<file path="config.mk">
export PLATFORM = sky130hd
export DESIGN_NAME = euler_camera_basis_update_core
export DESIGN_NICKNAME = d
export VERILOG_FILES = /design/src/hw/rtl/ecbu_pkg.sv /design/src/hw/rtl/euler_camera_basis_update_core.sv /design/src/hw/rtl/ecbu_ctrl.sv /design/src/hw/rtl/ecbu_datapath.sv
export SDC_FILE = /design/constraint.sdc
export NUM_CORES = 2
export LEC_CHECK = 0
export BUFFER_PORTS_ARGS = -buffer_cell sky130_fd_sc_hd__buf_2
export CAP_MARGIN = 20
export CORE_UTILIZATION = 50
export CTS_CLUSTER_DIAMETER = 30
export DETAILED_ROUTE_END_ITERATION = 10
export GPL_TIMING_DRIVEN = 0
export PLACE_DENSITY = 0.66
export SLEW_MARGIN = 30
export SYNTH_ARGS = -nofsm -noshare
export SYNTH_HDL_FRONTEND = slang
export SYNTH_HIERARCHICAL = 1
export SYNTH_SLANG_ARGS = --single-unit
</file>
<file path="constraint.sdc">
create_clock -name clk_i -period 21 [get_ports clk_i]
set_input_delay 2.1 -clock clk_i [delete_from_list [all_inputs] [get_ports clk_i]]
set_output_delay 2.1 -clock clk_i [all_outputs]
set_load 0.05 [all_outputs]
</file>
<file path="src/hw/rtl/ecbu_pkg.sv">
// Shared constants, types and rounding helpers for the camera basis core.
`timescale 1ns / 1ps

package ecbu_pkg;

  // Angles in Q.8 degrees
  localparam int FullTurn  = 92160;
  localparam int HalfTurn  = 46080;
  localparam int PitchLim  = 22784;
  // CORDIC angles in Q.16 degrees
  localparam int Deg90     = 5898240;
  localparam int Deg180    = 11796480;
  localparam int CordGain  = 652032874;
  localparam int OneQ30    = 1073741824;
  localparam int Q14Max    = 16384;
  localparam int CordSteps = 16;
  localparam logic [15:0] SensReset = 16'd5243;

  typedef logic signed [31:0] trig_t;
  typedef logic signed [24:0] zang_t;
  typedef logic signed [22:0] wide_ang_t;

  // Configuration register indexes
  typedef enum logic [1:0] {
    CFG_SENS  = 2'd0,
    CFG_CLAMP = 2'd1
  } cfg_idx_e;

  // Controller to datapath commands
  typedef struct packed {
    logic       capture;
    logic       sel_pitch;
    logic       yaw_add;
    logic       pitch_add;
    logic       pitch_clamp;
    logic       wrap_step;
    logic       yaw_store;
    logic       pitch_store;
    logic       cor_init;
    logic       cor_step;
    logic [3:0] step_idx;
    logic       save_yaw;
    logic       save_pitch;
    logic       mul_en;
    logic [1:0] mul_idx;
    logic       res_en;
    logic [1:0] res_idx;
    logic       load_out;
  } ecbu_cmd_t;

  // Datapath to controller status
  typedef struct packed {
    logic wrap_ok;
  } ecbu_sts_t;

  // Arctangent of 2^-i in Q.16 degrees
  function automatic zang_t atan_q16(input logic [3:0] i);
    zang_t r;
    case (i)
      4'd0:    r = 25'sd2949120;
      4'd1:    r = 25'sd1740967;
      4'd2:    r = 25'sd919879;
      4'd3:    r = 25'sd466945;
      4'd4:    r = 25'sd234379;
      4'd5:    r = 25'sd117304;
      4'd6:    r = 25'sd58666;
      4'd7:    r = 25'sd29335;
      4'd8:    r = 25'sd14668;
      4'd9:    r = 25'sd7334;
      4'd10:   r = 25'sd3667;
      4'd11:   r = 25'sd1833;
      4'd12:   r = 25'sd917;
      4'd13:   r = 25'sd458;
      4'd14:   r = 25'sd229;
      default: r = 25'sd115;
    endcase
    return r;
  endfunction

  // Round a Q.30 value to Q2.14 and saturate
  function automatic logic signed [15:0] q14_from30(input logic signed [32:0] v);
    logic signed [32:0] r;
    r = (v + 33'sd32768) >>> 16;
    if (r > 33'sd16384) r = 33'sd16384;
    else if (r < -33'sd16384) r = -33'sd16384;
    return r[15:0];
  endfunction

  // Round a Q.60 product to Q2.14 and saturate
  function automatic logic signed [15:0] q14_from60(input logic signed [63:0] v);
    logic signed [63:0] r;
    r = (v + (64'sd1 <<< 45)) >>> 46;
    if (r > 64'sd16384) r = 64'sd16384;
    else if (r < -64'sd16384) r = -64'sd16384;
    return r[15:0];
  endfunction

endpackage

</file>
<file path="src/hw/rtl/euler_camera_basis_update_core.sv">
// Top level of the yaw/pitch camera basis core with its configuration registers.
`timescale 1ns / 1ps

// Each accepted word (a mouse delta pair) updates the stored yaw and pitch and
// yields one word holding the unit front, right and up vectors in Q2.14 plus
// the new angles in Q.8 degrees. One word is in flight at a time. The work
// is the angle update, the two 16-step passes of the single shared CORDIC
// and the product pass on one 32x32 multiplier. With pitch clamping off,
// the pitch also goes through the wrap unit. The angle wrap removes one
// full turn per cycle and repeats until the angle lies within one turn.
// A finished word sits in the output register, so the next delta pair is
// taken while it waits.
// Configuration writes are always ready and should occur only while idle.
module euler_camera_basis_update_core import ecbu_pkg::*; (
  input  logic               clk_i,
  input  logic               rst_ni,
  input  logic               cfg_valid_i,
  output logic               cfg_ready_o,
  input  logic [1:0]         cfg_index_i,
  input  logic [15:0]        cfg_data_i,
  input  logic               in_valid_i,
  output logic               in_stall_o,
  input  logic signed [12:0] delta_x_i,
  input  logic signed [12:0] delta_y_i,
  output logic               out_valid_o,
  input  logic               out_stall_i,
  output logic signed [15:0] front_x_o,
  output logic signed [15:0] front_y_o,
  output logic signed [15:0] front_z_o,
  output logic signed [15:0] right_x_o,
  output logic signed [15:0] right_z_o,
  output logic signed [15:0] up_x_o,
  output logic signed [15:0] up_y_o,
  output logic signed [15:0] up_z_o,
  output logic [16:0]        yaw_now_o,
  output logic signed [16:0] pitch_now_o
);

  logic [15:0] sens_q;
  logic        clamp_q;
  ecbu_cmd_t   cmd;
  ecbu_sts_t   sts;

  assign cfg_ready_o = 1'b1;

  // Configuration registers; unknown indexes drop the write
  always_ff @(posedge clk_i or negedge rst_ni) begin
    if (!rst_ni) begin
      sens_q  <= SensReset;
      clamp_q <= 1'b1;
    end else if (cfg_valid_i) begin
      unique case (cfg_index_i)
        CFG_SENS:  sens_q  <= cfg_data_i;
        CFG_CLAMP: clamp_q <= cfg_data_i[0];
        default:   ;
      endcase
    end
  end

  ecbu_ctrl u_ctrl (
    .clk_i       (clk_i),
    .rst_ni      (rst_ni),
    .in_valid_i  (in_valid_i),
    .in_stall_o  (in_stall_o),
    .out_valid_o (out_valid_o),
    .out_stall_i (out_stall_i),
    .clamp_i     (clamp_q),
    .sts_i       (sts),
    .cmd_o       (cmd)
  );

  ecbu_datapath u_datapath (
    .clk_i       (clk_i),
    .rst_ni      (rst_ni),
    .cmd_i       (cmd),
    .sts_o       (sts),
    .sens_i      (sens_q),
    .delta_x_i   (delta_x_i),
    .delta_y_i   (delta_y_i),
    .front_x_o   (front_x_o),
    .front_y_o   (front_y_o),
    .front_z_o   (front_z_o),
    .right_x_o   (right_x_o),
    .right_z_o   (right_z_o),
    .up_x_o      (up_x_o),
    .up_y_o      (up_y_o),
    .up_z_o      (up_z_o),
    .yaw_now_o   (yaw_now_o),
    .pitch_now_o (pitch_now_o)
  );

endmodule

</file>
<file path="src/hw/rtl/ecbu_ctrl.sv">
// Sequencer for the angle update, the shared CORDIC and the product pass.
`timescale 1ns / 1ps

module ecbu_ctrl import ecbu_pkg::*; (
  input  logic      clk_i,
  input  logic      rst_ni,
  input  logic      in_valid_i,
  output logic      in_stall_o,
  output logic      out_valid_o,
  input  logic      out_stall_i,
  input  logic      clamp_i,
  input  ecbu_sts_t sts_i,
  output ecbu_cmd_t cmd_o
);

  typedef enum logic [12:0] {
    S_IDLE       = 13'b0000000000001,
    S_YAW_ADD    = 13'b0000000000010,
    S_YAW_WRAP   = 13'b0000000000100,
    S_PITCH_ADD  = 13'b0000000001000,
    S_PITCH_WRAP = 13'b0000000010000,
    S_YAW_INIT   = 13'b0000000100000,
    S_YAW_ROT    = 13'b0000001000000,
    S_YAW_SAVE   = 13'b0000010000000,
    S_PIT_INIT   = 13'b0000100000000,
    S_PIT_ROT    = 13'b0001000000000,
    S_PIT_SAVE   = 13'b0010000000000,
    S_MUL        = 13'b0100000000000,
    S_DONE       = 13'b1000000000000
  } state_e;

  state_e     state_q, state_d;
  logic [3:0] cnt_q, cnt_d;
  logic       out_valid_q, out_valid_d;

  assign in_stall_o  = (state_q != S_IDLE);
  assign out_valid_o = out_valid_q;

  // Next state and commands
  always_comb begin
    state_d = state_q;
    cnt_d   = cnt_q;
    cmd_o   = '0;
    unique case (state_q)
      S_IDLE: begin
        if (in_valid_i) begin
          cmd_o.capture = 1'b1;
          state_d = S_YAW_ADD;
        end
      end
      S_YAW_ADD: begin
        cmd_o.yaw_add = 1'b1;
        state_d = S_YAW_WRAP;
      end
      S_YAW_WRAP: begin
        cmd_o.wrap_step = 1'b1;
        if (sts_i.wrap_ok) begin
          cmd_o.yaw_store = 1'b1;
          state_d = S_PITCH_ADD;
        end
      end
      S_PITCH_ADD: begin
        cmd_o.sel_pitch = 1'b1;
        if (clamp_i) begin
          cmd_o.pitch_clamp = 1'b1;
          state_d = S_YAW_INIT;
        end else begin
          cmd_o.pitch_add = 1'b1;
          state_d = S_PITCH_WRAP;
        end
      end
      S_PITCH_WRAP: begin
        cmd_o.wrap_step = 1'b1;
        if (sts_i.wrap_ok) begin
          cmd_o.pitch_store = 1'b1;
          state_d = S_YAW_INIT;
        end
      end
      S_YAW_INIT: begin
        cmd_o.cor_init = 1'b1;
        cnt_d = '0;
        state_d = S_YAW_ROT;
      end
      S_YAW_ROT: begin
        cmd_o.cor_step = 1'b1;
        cmd_o.step_idx = cnt_q;
        cnt_d = cnt_q + 4'd1;
        if (cnt_q == 4'(CordSteps - 1)) state_d = S_YAW_SAVE;
      end
      S_YAW_SAVE: begin
        cmd_o.save_yaw = 1'b1;
        state_d = S_PIT_INIT;
      end
      S_PIT_INIT: begin
        cmd_o.cor_init  = 1'b1;
        cmd_o.sel_pitch = 1'b1;
        cnt_d = '0;
        state_d = S_PIT_ROT;
      end
      S_PIT_ROT: begin
        cmd_o.cor_step = 1'b1;
        cmd_o.step_idx = cnt_q;
        cnt_d = cnt_q + 4'd1;
        if (cnt_q == 4'(CordSteps - 1)) state_d = S_PIT_SAVE;
      end
      S_PIT_SAVE: begin
        cmd_o.save_pitch = 1'b1;
        cnt_d = '0;
        state_d = S_MUL;
      end
      S_MUL: begin
        // issue four products, store each in the following cycle
        cmd_o.mul_en  = (cnt_q < 4'd4);
        cmd_o.mul_idx = cnt_q[1:0];
        cmd_o.res_en  = (cnt_q != 4'd0);
        cmd_o.res_idx = cnt_q[1:0] - 2'd1;
        cnt_d = cnt_q + 4'd1;
        if (cnt_q == 4'd4) state_d = S_DONE;
      end
      S_DONE: begin
        if (!out_valid_q || !out_stall_i) begin
          cmd_o.load_out = 1'b1;
          state_d = S_IDLE;
        end
      end
      default: state_d = S_IDLE;
    endcase
  end

  // Hold the output word until taken
  always_comb begin
    if (cmd_o.load_out) out_valid_d = 1'b1;
    else if (!out_stall_i) out_valid_d = 1'b0;
    else out_valid_d = out_valid_q;
  end

  always_ff @(posedge clk_i or negedge rst_ni) begin
    if (!rst_ni) begin
      state_q     <= S_IDLE;
      cnt_q       <= '0;
      out_valid_q <= 1'b0;
    end else begin
      state_q     <= state_d;
      cnt_q       <= cnt_d;
      out_valid_q <= out_valid_d;
    end
  end

endmodule

</file>
<file path="src/hw/rtl/ecbu_datapath.sv">
// Angle registers, wrap unit, shared CORDIC, multiplier and output registers.
`timescale 1ns / 1ps

module ecbu_datapath import ecbu_pkg::*; (
  input  logic                clk_i,
  input  logic                rst_ni,
  input  ecbu_cmd_t           cmd_i,
  output ecbu_sts_t           sts_o,
  input  logic [15:0]         sens_i,
  input  logic signed [12:0]  delta_x_i,
  input  logic signed [12:0]  delta_y_i,
  output logic signed [15:0]  front_x_o,
  output logic signed [15:0]  front_y_o,
  output logic signed [15:0]  front_z_o,
  output logic signed [15:0]  right_x_o,
  output logic signed [15:0]  right_z_o,
  output logic signed [15:0]  up_x_o,
  output logic signed [15:0]  up_y_o,
  output logic signed [15:0]  up_z_o,
  output logic [16:0]         yaw_now_o,
  output logic signed [16:0]  pitch_now_o
);

  localparam wide_ang_t FullW  = wide_ang_t'(FullTurn);
  localparam wide_ang_t HalfW  = wide_ang_t'(HalfTurn);
  localparam wide_ang_t LimW   = wide_ang_t'(PitchLim);
  localparam zang_t     Deg90Z = zang_t'(Deg90);
  localparam zang_t     Deg180Z = zang_t'(Deg180);
  localparam trig_t     OneT   = trig_t'(OneQ30);

  logic signed [12:0] dx_q, dy_q;
  logic [16:0]        yaw_q;
  logic signed [16:0] pitch_q;
  wide_ang_t          w_q;
  trig_t              x_q, y_q;
  zang_t              z_q;
  logic               flip_q;
  trig_t              cy_q, sy_q, cp_q, sp_q;
  logic signed [63:0] prod_q;
  logic signed [15:0] fx_q, fz_q, ux_q, uz_q;

  // Scale the selected delta and round to Q.8
  logic signed [12:0] delta;
  logic signed [29:0] scl;
  logic signed [21:0] dang;
  wide_ang_t          ysum, psum;

  assign delta = cmd_i.sel_pitch ? dy_q : dx_q;
  assign scl   = 30'(delta) * $signed({14'd0, sens_i}) + 30'sd128;
  assign dang  = scl[29:8];
  assign ysum  = $signed({6'd0, yaw_q}) + {dang[21], dang};
  assign psum  = {{6{pitch_q[16]}}, pitch_q} + {dang[21], dang};

  // Wrap by one turn per cycle
  wide_ang_t w_step;
  always_comb begin
    if (w_q < 0) w_step = w_q + FullW;
    else if (w_q >= FullW) w_step = w_q - FullW;
    else w_step = w_q;
  end
  assign sts_o.wrap_ok = (w_q >= 0) && (w_q < FullW);

  wide_ang_t psat, pwrap;
  always_comb begin
    if (psum > LimW) psat = LimW;
    else if (psum < -LimW) psat = -LimW;
    else psat = psum;
    pwrap = w_q - HalfW;
  end

  always_ff @(posedge clk_i) begin
    if (cmd_i.capture) begin
      dx_q <= delta_x_i;
      dy_q <= delta_y_i;
    end
    if (cmd_i.yaw_add) w_q <= ysum;
    else if (cmd_i.pitch_add) w_q <= psum + HalfW;
    else if (cmd_i.wrap_step) w_q <= w_step;
  end

  // Angle state
  always_ff @(posedge clk_i or negedge rst_ni) begin
    if (!rst_ni) begin
      yaw_q   <= '0;
      pitch_q <= '0;
    end else begin
      if (cmd_i.yaw_store) yaw_q <= w_q[16:0];
      if (cmd_i.pitch_clamp) pitch_q <= psat[16:0];
      else if (cmd_i.pitch_store) pitch_q <= pwrap[16:0];
    end
  end

  // Fold the angle into the CORDIC range
  logic signed [17:0] t_ang;
  zang_t              z0, z_init;
  logic               flip_init;
  always_comb begin
    if (cmd_i.sel_pitch) t_ang = {pitch_q[16], pitch_q};
    else if (yaw_q >= 17'(HalfTurn)) t_ang = $signed({1'b0, yaw_q}) - 18'sd92160;
    else t_ang = $signed({1'b0, yaw_q});
    z0 = zang_t'({t_ang, 8'd0});
    if (z0 > Deg90Z) begin
      z_init = z0 - Deg180Z;
      flip_init = 1'b1;
    end else if (z0 < -Deg90Z) begin
      z_init = z0 + Deg180Z;
      flip_init = 1'b1;
    end else begin
      z_init = z0;
      flip_init = 1'b0;
    end
  end

  // One rotation step
  trig_t dxs, dys;
  assign dxs = y_q >>> cmd_i.step_idx;
  assign dys = x_q >>> cmd_i.step_idx;

  // Saturate and unfold the rotated vector
  trig_t xs, ys;
  always_comb begin
    if (x_q > OneT) xs = OneT;
    else if (x_q < -OneT) xs = -OneT;
    else xs = x_q;
    if (y_q > OneT) ys = OneT;
    else if (y_q < -OneT) ys = -OneT;
    else ys = y_q;
    if (flip_q) begin
      xs = -xs;
      ys = -ys;
    end
  end

  always_ff @(posedge clk_i) begin
    if (cmd_i.cor_init) begin
      x_q    <= trig_t'(CordGain);
      y_q    <= '0;
      z_q    <= z_init;
      flip_q <= flip_init;
    end else if (cmd_i.cor_step) begin
      if (z_q >= 0) begin
        x_q <= x_q - dxs;
        y_q <= y_q + dys;
        z_q <= z_q - atan_q16(cmd_i.step_idx);
      end else begin
        x_q <= x_q + dxs;
        y_q <= y_q - dys;
        z_q <= z_q + atan_q16(cmd_i.step_idx);
      end
    end
    if (cmd_i.save_yaw) begin
      cy_q <= xs;
      sy_q <= ys;
    end
    if (cmd_i.save_pitch) begin
      cp_q <= xs;
      sp_q <= ys;
    end
  end

  // Products, signs folded into the first operand; g is -1 when cos pitch < 0
  logic  g_neg;
  trig_t mul_a, mul_b;
  assign g_neg = cp_q[31];
  always_comb begin
    case (cmd_i.mul_idx)
      2'd0: begin
        mul_a = cy_q;
        mul_b = cp_q;
      end
      2'd1: begin
        mul_a = sy_q;
        mul_b = cp_q;
      end
      2'd2: begin
        mul_a = g_neg ? cy_q : -cy_q;
        mul_b = sp_q;
      end
      default: begin
        mul_a = g_neg ? sy_q : -sy_q;
        mul_b = sp_q;
      end
    endcase
  end

  always_ff @(posedge clk_i) begin
    if (cmd_i.mul_en) prod_q <= mul_a * mul_b;
    if (cmd_i.res_en) begin
      case (cmd_i.res_idx)
        2'd0:    fx_q <= q14_from60(prod_q);
        2'd1:    fz_q <= q14_from60(prod_q);
        2'd2:    ux_q <= q14_from60(prod_q);
        default: uz_q <= q14_from60(prod_q);
      endcase
    end
  end

  // Output word
  logic signed [32:0] sy_w, cy_w, cp_w;
  assign sy_w = {sy_q[31], sy_q};
  assign cy_w = {cy_q[31], cy_q};
  assign cp_w = {cp_q[31], cp_q};

  always_ff @(posedge clk_i) begin
    if (cmd_i.load_out) begin
      front_x_o   <= fx_q;
      front_y_o   <= q14_from30({sp_q[31], sp_q});
      front_z_o   <= fz_q;
      right_x_o   <= q14_from30(g_neg ? sy_w : -sy_w);
      right_z_o   <= q14_from30(g_neg ? -cy_w : cy_w);
      up_x_o      <= ux_q;
      up_y_o      <= q14_from30(g_neg ? -cp_w : cp_w);
      up_z_o      <= uz_q;
      yaw_now_o   <= yaw_q;
      pitch_now_o <= pitch_q;
    end
  end

endmodule
</file>
==> results.yml <==
outcome:
  status: "complete, no violations"
synthesis:
  postSynth.asyncResetShare_pct: 11.9
  synth_area_mm2: 0.0829
  synth_top_area_share_pct: 29.9
  synth.area.top_cells: "fa_1 (30%), edfxtp_1 (16%), ha_1 (6.5%)"
  syn_area_per_cell_um2: 9.41
  ys_seq_elements: 581
  synth_edf_count: 448
  yosysSeqAreaShare_pct: 19.9
  synth.largest_area_cell: "fa_1"
  ys_types: 124
  synth_warnings: 6
  syn_inst: 8811
  synth_fp_nets: 10500
  synth_flop_cell: "edfxtp_1"
setup_path:
  crit_required_ps: 21690
  r2r_end: "u_datapath/pitch_q[6]"
  end_kind: "flop"
  ff2ff_setup_slack_ps: 4700
  reg2reg_depth: 47
  slowest_stage: "a2111oi_0"
  worstSetupStartpointType: "flop"
  r2r_start: "u_ctrl/state_q[2]"
  worst_path_most_repeated_cell: "clkbuf_1"
  arrival_ps: 17000
  worstSetupPathType: "flop to flop"
  slowest_delay_ps: 790
  cp_max_fo: 10
power:
  total_leakage_power_nw: 42.1
  powerDensity_mw_per_mm2: 178
  vdd_ir_drop_max_uv: 916
global_route:
  antenna_found_initial: 19
  grt_remaining_overflow: 0
  grt_use_total_pct: 37.1
  grt_pass1_wl_um: 455000
  grt_pass1_vias: 69800
  grt_max_degree: 67
timing:
  max_slew.worst_pin.slew_ps: 1150
  period_needed_ps: 16300
  worst_slack_ps: 4700
  maxSlewViolCount: 0
  rsz0062_at_grt: "false"
  fmax_ghz: 0.0613
  finClkSkew_ps: 57.1
  hold_viol: 0
  min_period_over_period_pct: 77.6
  relSlewSlack_pct: 23.6
  tns_ps: 0
  setup_viol: 0
min_path:
  hold_depth: 0
  hold_end: "u_datapath/up_x_o[10]"
  hold_start: "u_datapath/ux_q[10]"
  hold_path.class: "flop to flop"
clocking:
  clk_path_buf_depth: 3
  clk_pin_slew_worst_paths_ps: 50
  cts_tree: "yes"
  cts_root_buf: "clkbuf_16"
  hold_buffers: 0
  cts_setup_buffers: 0
  cts.sinks: 581
  numCtsBuffers: 143
  insertion_delay_ps: 820
  cts_resized: 0
  cts_max_level: 4
detailed_routing:
  via_count: 68500
  wl_per_cell_um: 26.8
  wirelength_um: 308000
  via_per_inst: 5.95
  postRouteAntennaNets: 0
  drt_iter0_markers: 6833
  drt_first_pass_iters: 6
  drc_errors: 0
placement:
  dp.cells: 11200
  finalWeightedCongestion: 1.06
  port_buffers: 212
  detailed_place_hpwl_um: 250000
  pre_cts_ws_ps: 4980
floorplanning:
  core_area_mm2: 0.165
  rows: 149
  die_w_um: 409
  io_pins: 214
  start_util_pct: 50.3
  die_h_um: 409
  die_area_mm2: 0.167
finish:
  nFillCells: 14700
  layoutNonFillerInstCount: 11500
  fin_nets: 10900
  areaGrowthSynthToFinish_pct: 11.6
  drive_above_1_share_pct: 9.71
  final_cell_mix: "inv_1 (1305), fa_1 (1240), nor2_1 (1025)"
  final_common_cell: "inv_1"
  final_util_pct: 56.1
job:
  drv_cap: 0
## registers in the layout (all words and copies together), names as in the netlist, 17 cells and up
| signal | cells |
|---|---|
| u_datapath/cp_q | 32 |
| u_datapath/x_q | 32 |
| u_datapath/y_q | 32 |
| u_datapath/z_q | 25 |
| u_datapath/sy_q | 32 |
| u_datapath/pitch_q | 17 |
| u_datapath/sp_q | 32 |
| u_datapath/yaw_q | 17 |
| u_datapath/prod_q | 19 |
| u_datapath/w_q | 23 |
| u_datapath/pitch_now_o | 17 |
| u_datapath/cy_q | 32 |
| u_datapath/yaw_now_o | 17 |
## where the power goes
| group | switching [mW] | internal (mW) |
|---|---|---|
| Combinational | 8.17 | 4.74 |
| Sequential | 0.0505 | 1.31 |
| Clock | 0.750 | 1.44 |
| Total | 8.97 | 7.49 |
## critical path, delay by kind of cell (launching register included)
family | cells | cell delay [ps]
XOR/XNOR | 1 | 490
flip-flops | 1 | 350
AND/OR/NAND/NOR | 10 | 2530
multiplexers | 2 | 680
adder cells (fa/ha/maj) | 9 | 4030
AO/OA/AOI/OAI | 11 | 3270
buffers and inverters | 14 | 4820
## cells in the mapped netlist, types with 18 or more instances
master and instances:
inv_1 1307, fa_1 1240, nor2_1 1028, nand2_1 880, edfxtp_1 448, ha_1 434, clkbuf_1 360, a21oi_1 303
xnor2_1 287, o21ai_0 255, xor2_1 193, mux2i_1 174, nor3_1 158, mux2_2 128, a21o_1 97, nand3_1 96
nor2b_1 86, and2_1 85, a31oi_1 66, dfxtp_1 64, nand2b_1 61, a211oi_1 59, dfrtp_1 59, mux4_2 52
or3_1 52, o31ai_1 47, nor4_1 46, nand4_1 45, o21a_1 45, and3_1 44, buf_1 41, or2_2 29
o211ai_1 26, o22ai_1 26, or4_1 25, a211o_1 22, buf_2 22, o41ai_1 22, o21bai_1 20, mux4_1 18
## per-layer routing
metal | up-vias | routed length [µm] | part of all wire, % | track usage, %
met5 | - | 52 | 0.017 | 0
met4 | 8 | 20900 | 6.8 | 21.4
met3 | 821 | 28900 | 9.4 | 7.72
met2 | 3498 | 140000 | 46 | 58.1
met1 | 34500 | 118000 | 38 | 47.7
li1 | 29700 | - | - | -
## metrics by stage
step / area [µm²] / total power [mW] / hold WS [ps]
after floorplan: 82900 / 10.5 / 400
after global placement: 86700 / 13.4 / 401
after detailed placement: 87600 / 13.9 / 405
after CTS: 92500 / 16.3 / 409
after global routing: 92500 / 17.8 / 418
final: 92500 / 16.5 / 409
## logic make-up after synthesis
family | share of synthesized area [%]
AO/OA/AOI/OAI | 9.33
multiplexers | 5.99
flip-flops | 19.9
adder cells (fa/ha/maj) | 36.5
buffers and inverters | 8.37
AND/OR/NAND/NOR | 14.8
XOR/XNOR | 5.10
other | 0.00906
## final cells by class
class / count / area (µm²) / area share, %
clock inverter: 94 / 1100 / 1.19
antenna: 6 / 15.0 / 0.0162
inverter: 1314 / 4930 / 5.33
timing repair buffer: 248 / 1500 / 1.62
sequential: 581 / 16500 / 17.8
multi-input combinational: 6454 / 59900 / 64.8
buffer: 462 / 2040 / 2.21
tap: 2189 / 2740 / 2.96
clock buffer: 166 / 3780 / 4.08
## how the worst max path moves through the flow
stage	from	endpoint	slack, ps
final	u_ctrl/state_q[2]	u_datapath/pitch_q[6]	4700
after global routing	u_ctrl/state_q[2]	u_datapath/pitch_q[6]	3700
after CTS	u_ctrl/state_q[2]	u_datapath/pitch_q[6]	4930
after detailed placement	u_ctrl/state_q[2]	u_datapath/pitch_q[6]	4980
after global placement	u_ctrl/state_q[2]	u_datapath/prod_q[63]	4930
after floorplan	u_ctrl/state_q[2]	u_datapath/pitch_q[6]	9010
Power figures use the tool's default switching activity.
